===== config.mk =====
export PLATFORM = sky130hd
export DESIGN_NAME = iso8601_timestamp_parser
export DESIGN_NICKNAME = d
export VERILOG_FILES = /design/src/rtl/itsp_pkg.sv /design/src/rtl/itsp_ctrl.sv /design/src/rtl/itsp_datapath.sv /design/src/rtl/iso8601_timestamp_parser.sv
export SDC_FILE = /design/constraint.sdc
export NUM_CORES = 2
export LEC_CHECK = 0
export BUFFER_PORTS_ARGS = -buffer_cell sky130_fd_sc_hd__clkbuf_2
export CORE_MARGIN = 4
export CORE_UTILIZATION = 60
export DETAILED_ROUTE_END_ITERATION = 6
export MAX_ROUTING_LAYER = met4
export PLACE_DENSITY = 0.89
export SKIP_LAST_GASP = 1
export SLEW_MARGIN = 20
export SYNTH_ARGS = -nofsm -noshare
export SYNTH_HDL_FRONTEND = slang
export SYNTH_SLANG_ARGS = --single-unit
export TNS_END_PERCENT = 30

===== constraint.sdc =====
create_clock -name clk -period 8.7 [get_ports clk]
set_clock_uncertainty 0.2 [all_clocks]
set_input_delay 1.305 -clock clk [delete_from_list [all_inputs] [get_ports clk]]
set_output_delay 1.305 -clock clk [all_outputs]
set_load 0.005 [all_outputs]

===== src/rtl/itsp_pkg.sv =====
// itsp_pkg: shared types, constants and tables of the timestamp parser
package itsp_pkg;

	localparam int unsigned FRACTION_DIGITS = 9;

	localparam logic [7:0] CH_DASH  = 8'h2D;
	localparam logic [7:0] CH_COLON = 8'h3A;
	localparam logic [7:0] CH_T     = 8'h54;
	localparam logic [7:0] CH_SPACE = 8'h20;
	localparam logic [7:0] CH_Z     = 8'h5A;
	localparam logic [7:0] CH_DOT   = 8'h2E;
	localparam logic [7:0] CH_ZERO  = 8'h30;
	localparam logic [7:0] CH_NINE  = 8'h39;

	localparam logic [4:0] POS_DASH1  = 5'd4;
	localparam logic [4:0] POS_DASH2  = 5'd7;
	localparam logic [4:0] POS_SEP    = 5'd10;
	localparam logic [4:0] POS_COLON1 = 5'd13;
	localparam logic [4:0] POS_COLON2 = 5'd16;
	localparam logic [4:0] POS_YEAR   = 5'd3;
	localparam logic [4:0] POS_MONTH  = 5'd6;
	localparam logic [4:0] POS_DAY    = 5'd9;
	localparam logic [4:0] POS_HOUR   = 5'd12;
	localparam logic [4:0] POS_MINUTE = 5'd15;
	localparam logic [4:0] POS_END    = 5'd19;

	localparam logic [6:0] MAX_HOUR = 7'd23;
	localparam logic [6:0] MAX_MIN  = 7'd59;
	localparam logic [6:0] MAX_SEC  = 7'd59;

	localparam logic [1:0] STATUS_OK        = 2'd0;
	localparam logic [1:0] STATUS_MALFORMED = 2'd1;
	localparam logic [1:0] STATUS_RANGE     = 2'd2;

	// x/25 = (x * RECIP25) >> RECIP_SHIFT for x below 4096
	localparam logic [15:0] RECIP25     = 16'd41944;
	localparam int unsigned RECIP_SHIFT = 20;

	localparam logic [14:0] YEAR_BIAS   = 15'd400;
	localparam logic [24:0] DAYS_OFFSET = 25'd865566;
	localparam logic [29:0] NS_PER_S    = 30'd1000000000;
	localparam logic [17:0] S_PER_DAY   = 18'd86400;

	localparam logic signed [41:0] SECS_MAX = 42'sd9223372036;
	localparam logic signed [41:0] SECS_MIN = -42'sd9223372037;
	localparam logic [29:0] FRAC_MAX = 30'd854775807;
	localparam logic [29:0] FRAC_MIN = 30'd145224192;

	typedef struct packed {
		logic take;
		logic step_div;
		logic step_chk;
		logic step_days;
		logic step_secs;
		logic step_lo;
		logic step_hi;
		logic load_out;
	} cmd_t;

	function automatic logic [29:0] frac_scale(input logic [3:0] k);
		logic [29:0] r;
		case (k)
			4'd0: r = 30'd1000000000;
			4'd1: r = 30'd100000000;
			4'd2: r = 30'd10000000;
			4'd3: r = 30'd1000000;
			4'd4: r = 30'd100000;
			4'd5: r = 30'd10000;
			4'd6: r = 30'd1000;
			4'd7: r = 30'd100;
			4'd8: r = 30'd10;
			default: r = 30'd1;
		endcase
		return r;
	endfunction

	// days from march 1st to the first of the month
	function automatic logic [8:0] month_offset(input logic [3:0] m);
		logic [8:0] r;
		case (m)
			4'd1: r = 9'd306;
			4'd2: r = 9'd337;
			4'd3: r = 9'd0;
			4'd4: r = 9'd31;
			4'd5: r = 9'd61;
			4'd6: r = 9'd92;
			4'd7: r = 9'd122;
			4'd8: r = 9'd153;
			4'd9: r = 9'd184;
			4'd10: r = 9'd214;
			4'd11: r = 9'd245;
			default: r = 9'd275;
		endcase
		return r;
	endfunction

	function automatic logic [4:0] month_days(input logic [3:0] m, input logic leap);
		logic [4:0] r;
		case (m)
			4'd2: r = leap ? 5'd29 : 5'd28;
			4'd4, 4'd6, 4'd9, 4'd11: r = 5'd30;
			default: r = 5'd31;
		endcase
		return r;
	endfunction

endpackage


===== src/rtl/itsp_ctrl.sv =====
// itsp_ctrl: sequencer for character intake and the conversion steps
module itsp_ctrl import itsp_pkg::*; (
	input  logic clk,
	input  logic arst_n,
	input  logic char_valid,
	input  logic last,
	output logic char_stall,
	output logic res_valid,
	input  logic res_stall,
	output cmd_t cmd
);

	typedef enum logic [7:0] {
		S_PARSE = 8'b00000001,
		S_DIV   = 8'b00000010,
		S_CHK   = 8'b00000100,
		S_DAYS  = 8'b00001000,
		S_SECS  = 8'b00010000,
		S_LO    = 8'b00100000,
		S_HI    = 8'b01000000,
		S_SUM   = 8'b10000000
	} state_t;

	state_t state_q, state_d;
	logic res_valid_q;
	logic can_load;

	assign can_load   = !res_valid_q || !res_stall;
	assign char_stall = (state_q != S_PARSE);
	assign res_valid  = res_valid_q;

	always_comb begin
		state_d = state_q;
		unique case (state_q)
			S_PARSE: if (char_valid && last) state_d = S_DIV;
			S_DIV:   state_d = S_CHK;
			S_CHK:   state_d = S_DAYS;
			S_DAYS:  state_d = S_SECS;
			S_SECS:  state_d = S_LO;
			S_LO:    state_d = S_HI;
			S_HI:    state_d = S_SUM;
			S_SUM:   if (can_load) state_d = S_PARSE;
			default: state_d = S_PARSE;
		endcase
	end

	always_comb begin
		cmd           = '0;
		cmd.take      = (state_q == S_PARSE) && char_valid;
		cmd.step_div  = (state_q == S_DIV);
		cmd.step_chk  = (state_q == S_CHK);
		cmd.step_days = (state_q == S_DAYS);
		cmd.step_secs = (state_q == S_SECS);
		cmd.step_lo   = (state_q == S_LO);
		cmd.step_hi   = (state_q == S_HI);
		cmd.load_out  = (state_q == S_SUM) && can_load;
	end

	always_ff @(posedge clk or negedge arst_n) begin
		if (!arst_n) begin
			state_q     <= S_PARSE;
			res_valid_q <= 1'b0;
		end else begin
			state_q <= state_d;
			if (cmd.load_out) begin
				res_valid_q <= 1'b1;
			end else if (!res_stall) begin
				res_valid_q <= 1'b0;
			end
		end
	end

endmodule


===== src/rtl/itsp_datapath.sv =====
// itsp_datapath: field accumulators, calendar check and nanosecond arithmetic
module itsp_datapath import itsp_pkg::*; (
	input  logic               clk,
	input  logic               arst_n,
	input  cmd_t               cmd,
	input  logic [7:0]         char_code,
	output logic [1:0]         status,
	output logic signed [63:0] epoch_ns
);

	typedef enum logic [4:0] {
		PH_FIXED = 5'b00001,
		PH_AFTER = 5'b00010,
		PH_FRAC0 = 5'b00100,
		PH_FRAC  = 5'b01000,
		PH_DONE  = 5'b10000
	} phase_t;

	phase_t      phase_q, phase_d;
	logic [4:0]  pos_q, pos_d;
	logic        bad_q, bad_d;
	logic [13:0] year_q, year_d;
	logic [6:0]  month_q, month_d, day_q, day_d;
	logic [6:0]  hour_q, hour_d, minute_q, minute_d, second_q, second_d;
	logic [29:0] fraction_q, fraction_d;
	logic [3:0]  fcount_q, fcount_d;

	logic       is_digit;
	logic [3:0] dv;

	assign is_digit = (char_code >= CH_ZERO) && (char_code <= CH_NINE);
	assign dv       = 4'(char_code - CH_ZERO);

	// character intake
	always_comb begin
		phase_d    = phase_q;
		pos_d      = pos_q;
		bad_d      = bad_q;
		year_d     = year_q;
		month_d    = month_q;
		day_d      = day_q;
		hour_d     = hour_q;
		minute_d   = minute_q;
		second_d   = second_q;
		fraction_d = fraction_q;
		fcount_d   = fcount_q;
		if (cmd.take && !bad_q) begin
			unique case (phase_q)
				PH_FIXED: begin
					if (pos_q == POS_DASH1 || pos_q == POS_DASH2) begin
						if (char_code != CH_DASH) bad_d = 1'b1;
					end else if (pos_q == POS_SEP) begin
						if (char_code != CH_T && char_code != CH_SPACE) bad_d = 1'b1;
					end else if (pos_q == POS_COLON1 || pos_q == POS_COLON2) begin
						if (char_code != CH_COLON) bad_d = 1'b1;
					end else if (!is_digit) begin
						bad_d = 1'b1;
					end else if (pos_q <= POS_YEAR) begin
						year_d = 14'(year_q * 14'd10 + 14'(dv));
					end else if (pos_q <= POS_MONTH) begin
						month_d = 7'(month_q * 7'd10 + 7'(dv));
					end else if (pos_q <= POS_DAY) begin
						day_d = 7'(day_q * 7'd10 + 7'(dv));
					end else if (pos_q <= POS_HOUR) begin
						hour_d = 7'(hour_q * 7'd10 + 7'(dv));
					end else if (pos_q <= POS_MINUTE) begin
						minute_d = 7'(minute_q * 7'd10 + 7'(dv));
					end else begin
						second_d = 7'(second_q * 7'd10 + 7'(dv));
					end
					pos_d = pos_q + 5'd1;
					if (pos_d >= POS_END) phase_d = PH_AFTER;
				end
				PH_AFTER: begin
					if (char_code == CH_DOT) phase_d = PH_FRAC0;
					else if (char_code == CH_Z) phase_d = PH_DONE;
					else bad_d = 1'b1;
				end
				PH_FRAC0, PH_FRAC: begin
					if (is_digit) begin
						if (fcount_q < 4'(FRACTION_DIGITS)) begin
							fraction_d = 30'(fraction_q * 30'd10 + 30'(dv));
							fcount_d   = fcount_q + 4'd1;
						end
						phase_d = PH_FRAC;
					end else if (char_code == CH_Z && phase_q == PH_FRAC) begin
						phase_d = PH_DONE;
					end else begin
						bad_d = 1'b1;
					end
				end
				PH_DONE: ;
				default: bad_d = 1'b1;
			endcase
		end
	end

	always_ff @(posedge clk or negedge arst_n) begin
		if (!arst_n) begin
			phase_q    <= PH_FIXED;
			pos_q      <= '0;
			bad_q      <= 1'b0;
			year_q     <= '0;
			month_q    <= '0;
			day_q      <= '0;
			hour_q     <= '0;
			minute_q   <= '0;
			second_q   <= '0;
			fraction_q <= '0;
			fcount_q   <= '0;
		end else if (cmd.load_out) begin
			phase_q    <= PH_FIXED;
			pos_q      <= '0;
			bad_q      <= 1'b0;
			year_q     <= '0;
			month_q    <= '0;
			day_q      <= '0;
			hour_q     <= '0;
			minute_q   <= '0;
			second_q   <= '0;
			fraction_q <= '0;
			fcount_q   <= '0;
		end else begin
			phase_q    <= phase_d;
			pos_q      <= pos_d;
			bad_q      <= bad_d;
			year_q     <= year_d;
			month_q    <= month_d;
			day_q      <= day_d;
			hour_q     <= hour_d;
			minute_q   <= minute_d;
			second_q   <= second_d;
			fraction_q <= fraction_d;
			fcount_q   <= fcount_d;
		end
	end

	// conversion
	logic [7:0]  yq100_q;
	logic [7:0]  q100_q;
	logic [1:0]  stat_q;
	logic signed [24:0] days_q;
	logic [18:0] tod_q;
	logic [29:0] frac_q;
	logic signed [41:0] secs_q;
	logic [63:0] acc_q;
	logic signed [51:0] hip_q;
	logic [1:0]  status_q;
	logic [63:0] ns_q;

	logic [27:0] yprod;
	logic [13:0] rem100;
	logic        leap, early, date_ok, time_bad, malformed;
	logic [14:0] yv;
	logic [23:0] y365;
	logic [23:0] days_pos;
	logic signed [24:0] days_d;
	logic signed [42:0] secs_prod;
	logic signed [41:0] secs_d;
	logic [59:0] frac_prod;
	logic        ovf;
	logic [50:0] lo_prod;
	logic signed [51:0] hi_prod;
	logic [63:0] sum;

	assign yprod  = 28'(year_q[13:2]) * 28'(RECIP25);
	assign rem100 = 14'(year_q - 14'(yq100_q) * 14'd100);
	assign leap   = (year_q[1:0] == 2'd0) && ((rem100 != 14'd0) || (yq100_q[1:0] == 2'd0));
	assign early  = (month_q <= 7'd2);
	assign date_ok = (month_q >= 7'd1) && (month_q <= 7'd12) && (day_q >= 7'd1)
		&& (day_q <= 7'(month_days(month_q[3:0], leap)));
	assign time_bad = (phase_q != PH_FIXED)
		&& (hour_q > MAX_HOUR || minute_q > MAX_MIN || second_q > MAX_SEC);
	assign malformed = bad_q || (phase_q == PH_FIXED && pos_q != POS_SEP)
		|| (phase_q == PH_FRAC0) || !date_ok || time_bad;

	assign yv       = 15'({1'b0, year_q} + YEAR_BIAS - 15'(early));
	assign y365     = 24'(yv) * 24'd365;
	assign days_pos = 24'(y365 + 24'(yv[14:2]) + 24'(q100_q[7:2])
		+ 24'(month_offset(month_q[3:0])) + 24'(day_q) - 24'(q100_q));
	assign days_d   = $signed({1'b0, days_pos}) - $signed(DAYS_OFFSET);
	assign frac_prod = 60'(fraction_q) * 60'(frac_scale(fcount_q));

	assign secs_prod = 43'(days_q) * $signed({25'b0, S_PER_DAY});
	assign secs_d    = 42'(secs_prod + $signed({24'b0, tod_q}));

	assign ovf = (secs_q > SECS_MAX) || (secs_q == SECS_MAX && frac_q > FRAC_MAX)
		|| (secs_q < SECS_MIN) || (secs_q == SECS_MIN && frac_q < FRAC_MIN);
	assign lo_prod = 51'(secs_q[20:0]) * 51'(NS_PER_S);
	assign hi_prod = 52'($signed(secs_q[41:21])) * $signed({22'b0, NS_PER_S});
	assign sum     = acc_q + (64'(hip_q) << 21);

	always_ff @(posedge clk) begin
		if (cmd.step_div) begin
			yq100_q <= 8'(yprod >> RECIP_SHIFT);
		end
		if (cmd.step_chk) begin
			stat_q <= malformed ? STATUS_MALFORMED : STATUS_OK;
			q100_q <= yq100_q + 8'd4 - 8'(early && rem100 == 14'd0);
		end
		if (cmd.step_days) begin
			days_q <= days_d;
			tod_q  <= 19'(hour_q) * 19'd3600 + 19'(minute_q) * 19'd60 + 19'(second_q);
			frac_q <= frac_prod[29:0];
		end
		if (cmd.step_secs) begin
			secs_q <= secs_d;
		end
		if (cmd.step_lo) begin
			if (stat_q == STATUS_OK && ovf) stat_q <= STATUS_RANGE;
			acc_q <= 64'(lo_prod) + 64'(frac_q);
		end
		if (cmd.step_hi) begin
			hip_q <= hi_prod;
		end
		if (cmd.load_out) begin
			status_q <= stat_q;
			ns_q     <= (stat_q == STATUS_OK) ? sum : 64'd0;
		end
	end

	assign status   = status_q;
	assign epoch_ns = $signed(ns_q);

endmodule


===== src/rtl/iso8601_timestamp_parser.sv =====
// iso8601_timestamp_parser: top level of the streaming timestamp parser
//
// Input channel: char_code and last, handshaked by char_valid and char_stall.
// One character beat is taken per cycle while the parser is collecting text.
// The beat with last set closes the string; one result beat follows on the
// output channel: status and epoch_ns, handshaked by res_valid and res_stall.
// After the last beat is taken, the result passes the seven conversion steps
// of the sequencer (year split, calendar check, day count, seconds, two
// nanosecond partial products, final sum) and is then loaded into the output
// register. During those steps char_stall is high, so no new string is taken
// until the sequencer has passed its final sum.
// The result sits in an output register: a new string may be taken while it
// waits, and a stalled receiver only holds the sequencer at its final sum.
// Reset clears the field accumulators and the result valid; the first beat
// after reset starts a new string. After each result the field accumulators are cleared
// in the same way.
module iso8601_timestamp_parser import itsp_pkg::*; (
	input  logic               clk,
	input  logic               arst_n,
	input  logic               char_valid,
	output logic               char_stall,
	input  logic [7:0]         char_code,
	input  logic               last,
	output logic               res_valid,
	input  logic               res_stall,
	output logic [1:0]         status,
	output logic signed [63:0] epoch_ns
);

	cmd_t cmd;

	itsp_ctrl u_ctrl (
		.clk        (clk),
		.arst_n     (arst_n),
		.char_valid (char_valid),
		.last       (last),
		.char_stall (char_stall),
		.res_valid  (res_valid),
		.res_stall  (res_stall),
		.cmd        (cmd)
	);

	itsp_datapath u_datapath (
		.clk       (clk),
		.arst_n    (arst_n),
		.cmd       (cmd),
		.char_code (char_code),
		.status    (status),
		.epoch_ns  (epoch_ns)
	);

endmodule

==> run summary <==
STA
• 0 — final hold violation count
• 97.13% — share of the clock period used by the worst path after layout
• true — unrepaired setup endpoints after global routing
• 0 — max-slew violation count
• 8.450 ns — shortest period the worst path allows
• 29.40% — headroom to the max-slew limit
• 0 — Final Setup Violations
• 0.2501 ns — Final Worst Setup Slack
• 1.032 ns — Tightest Pin Transition
• 0.1183 GHz — maximum clock frequency

Clock network
• 3 — number of buffers on the longest clock path
• clkbuf_16 — clock root buffer master
• 2 — H-tree levels
• yes — CTS tree
• 0.64 ns — clock latency of the later-clocked register in the worst-skew pair
• 0.07 ns — CTS clk-pin slew, worst paths
• 44 — cts bufs inserted
• 389 — number of clock sinks

Setup path
• 8.88 ns — WP data required
• 8.63 ns — data arrival time at the worst-slack endpoint
• flip-flop — nature of the critical path endpoint
• reg -> reg — type of the setup path with the least slack
• flip-flop — Critical Path Start Type
• 10 — maximum fanout along the worst path

Die
• 124 — std cell rows
• 347.6 um — die span in x
• 114500 um2 — core box area
• 347.6 um — die extent in y
• 120900 um2 — die area
• 60.45% — initial standard-cell utilization of the core
• 81 — Ports

Cells and area
• 5.823% — fraction of final layout cells sized beyond drive strength 1
• inv_1, ha_1, fa_1, nand2_1, xnor2_1 — most frequent cells in the layout
• inv_1 — most common library cell in the layout ignoring fill and taps
• 6.387% — Syn-to-layout area delta
• 9280 — net total in the final layout

Run status
• design-rule violations — failing checks
• finished with violations — run status

Synthesis
• fa_1, ha_1, edfxtp_1 — top post-synthesis cells by area
• 9.807 um2 — Post-Synthesis Mean Instance Area
• 69220 um2 — summed instance area of the synthesized netlist
• fa_1 — largest area contributor in the netlist
• 284 — number of enable-type register cells in the synthesized netlist
• 26.48% — async set-reset flop share out of synthesis
• 0 — total number of yosys warnings
• 389 — number of register bits inferred by synthesis
• 9177 — nets in the synthesized netlist
• 27.80% — area share of the leading cell type in the synthesized netlist
• 7058 — instance count of the mapped netlist
• 123 — number of unique standard cell types used by synthesis
• 16.11% — Seq/Total Area, Yosys
• edfxtp_1 — top_reg_cell synth

Route
• 7 — Initial DRT Pass Iterations
• 14 — Remaining DRCs
• 167900 um — total routed wirelength
• 5.809 — via/cell ratio
• 3539 — Detailed Route Iter0 Violations
• 19.27 um — routed length per instance
• 0 — post-route antenna net violation count
• 50.61k — Vias

Place
• 136600 um — detailed-placement wirelength estimate
• -0.01675 ns — post-placement worst setup slack
• 1.007 — global placer's final weighted congestion
• 80 — number of port buffers

Global route
• 81 — largest net degree at the start of global routing
• 29.10% — Overall Global Routing Usage
• 54.81k — number of global-route vias before repair
• 276800 um — global-route wire length before repair
• 0 — final global-route overflow total
• 6 — number of antenna violations at the first check in global routing

Hold path
• reg -> reg — path category of the worst min-delay check

Job
• 0 — number of maximum-capacitance constraint violations

layout make-up:
| class | count | area, um2 |
|---|---|---|
| antenna | 6 | 15.01 |
| clock buffer | 58 | 1216 |
| clock inverter | 22 | 321.6 |
| fill | 8469 | 40860 |
| inverter | 1502 | 5640 |
| multi-input combinational | 5020 | 52060 |
| sequential | 389 | 11150 |
| tap | 1512 | 1892 |
| timing repair buffer | 204 | 1341 |
what timing repair did:
item                                    4_1_cts  5_1_grt
gates resized for setup                       1       40
hold buffers                                  0        0
buffers inserted                              0        7
pin swaps                                     1        9
endpoints found under the setup margin        2       17
worst paths after layout:
check	startpoint	to	slack, ns	depth (start not counted)
setup / recovery	u_datapath.secs_q[4]$_DFFE_PP_	u_datapath.acc_q[47]$_DFFE_PN_	0.25	26
hold / removal	u_datapath.tod_q[4]$_DFFE_PP_	u_datapath.secs_q[4]$_DFFE_PP_	0.22	0
setup reg to reg	u_datapath.secs_q[4]$_DFFE_PP_	u_datapath.acc_q[47]$_DFFE_PN_	0.25	26
hold reg to reg	u_datapath.tod_q[4]$_DFFE_PP_	u_datapath.secs_q[4]$_DFFE_PP_	0.22	0
max in group asynchronous	arst_n	u_datapath.fcount_q[3]$_DFFE_PN0P_	6.80	2
min in group asynchronous	arst_n	u_ctrl.res_valid$_DFFE_PN0P_	0.38	1
metrics by stage:
step           util [%]  std cells  TNS (ns)  cell area, um2  hold WS [ns]
2_1_floorplan         -       7058         0           69220        0.2003
3_3_place_gp      62.78       8620         0           71880        0.2051
3_5_place_dp      62.78       8620  -0.03327           71880        0.2170
4_1_cts           64.12       8700         0           73420        0.2117
5_1_grt           64.31       8713   -0.3693           73640        0.2380
6_report          64.31       8713         0           73640        0.2237
registers in the layout, indices dropped and copies added (netlist names), 2 cells and up:
name,flops
u_datapath.hip_q,34
u_datapath.year_q,14
u_datapath.status,2
u_datapath.phase_q,5
u_datapath.second_q,7
u_datapath.hour_q,7
u_datapath.frac_q,30
u_datapath.fcount_q,4
u_datapath.month_q,7
u_datapath.days_q,25
u_ctrl.state_q,8
u_datapath.tod_q,19
u_datapath.q100_q,8
u_datapath.stat_q,2
u_datapath.minute_q,7
u_datapath.fraction_q,30
u_datapath.epoch_ns,64
u_datapath.day_q,7
u_datapath.secs_q,42
u_datapath.acc_q,52
u_datapath.yq100_q,8
u_datapath.pos_q,5
critical path, stage by stage, from the launching register on:
cell and delay (ns):
edfxtp_1 0.79, inv_1 0.10, ha_1 0.30, inv_1 0.08, fa_1 0.51, inv_1 0.08, ha_1 0.14, inv_1 0.05
fa_1 0.55, inv_1 0.05, fa_1 0.46, fa_1 0.58, fa_1 0.43, ha_1 0.39, nand3_1 0.10, a211oi_1 0.44
a22o_1 0.23, o21ai_1 0.14, xnor2_1 0.16, ha_1 0.36, and3_1 0.23, nand2_1 0.09, a311oi_1 0.48, o21ai_0 0.26
nor2_1 0.29, or4b_4 0.53, xnor2_1 0.15
Yosys cell counts, drive strengths merged (8+ instances only):
| cell | n |
|---|---|
| mux2i | 25 |
| nand3b | 11 |
| nor4b | 10 |
| or3 | 17 |
| nor2b | 51 |
| clkbuf | 134 |
| a21boi | 17 |
| o22ai | 9 |
| o21ai | 209 |
| o21bai | 43 |
| edfxtp | 284 |
| o211ai | 26 |
| o31ai | 34 |
| fa | 961 |
| nor3 | 98 |
| xor2 | 132 |
| o21a | 51 |
| nor4 | 19 |
| or2 | 23 |
| nor2 | 252 |
| o311ai | 11 |
| nand3 | 137 |
| or4 | 11 |
| nand2 | 438 |
| a211oi | 43 |
| dfrtp | 101 |
| xnor2 | 343 |
| and2 | 186 |
| nand4 | 35 |
| nor3b | 34 |
| nand4b | 8 |
| o31a | 10 |
| a21oi | 251 |
| a2111oi | 14 |
| nand2b | 41 |
| a31oi | 31 |
| o2111ai | 10 |
| inv | 1500 |
| and3 | 88 |
| a21o | 93 |
| ha | 1145 |
| buf | 13 |
cells by family (layout without fill, tap and decap cells):
kind of cell,Yosys count,count (layout),synth area share (%)
buffers and inverters,1649,1786,8.954
AO/OA/AOI/OAI,928,928,8.923
adder cells (fa/ha/maj),2107,2107,48.51
XOR/XNOR,476,476,6.087
flip-flops,389,389,16.11
multiplexers,30,30,0.4429
other,0,6,0
AND/OR/NAND/NOR,1479,1479,10.98
per-layer routing:
layer / track usage (%) / part of all wire (%)
met1: 34.63 / 39
met2: 49.00 / 48
met4: 12.02 / 4.7
met5: - / 0
met3: 5.319 / 8.1
Power is left out: the tool's default activity adds up to more than one toggle a clock period on the data nets, which glitch-free logic cannot reach.
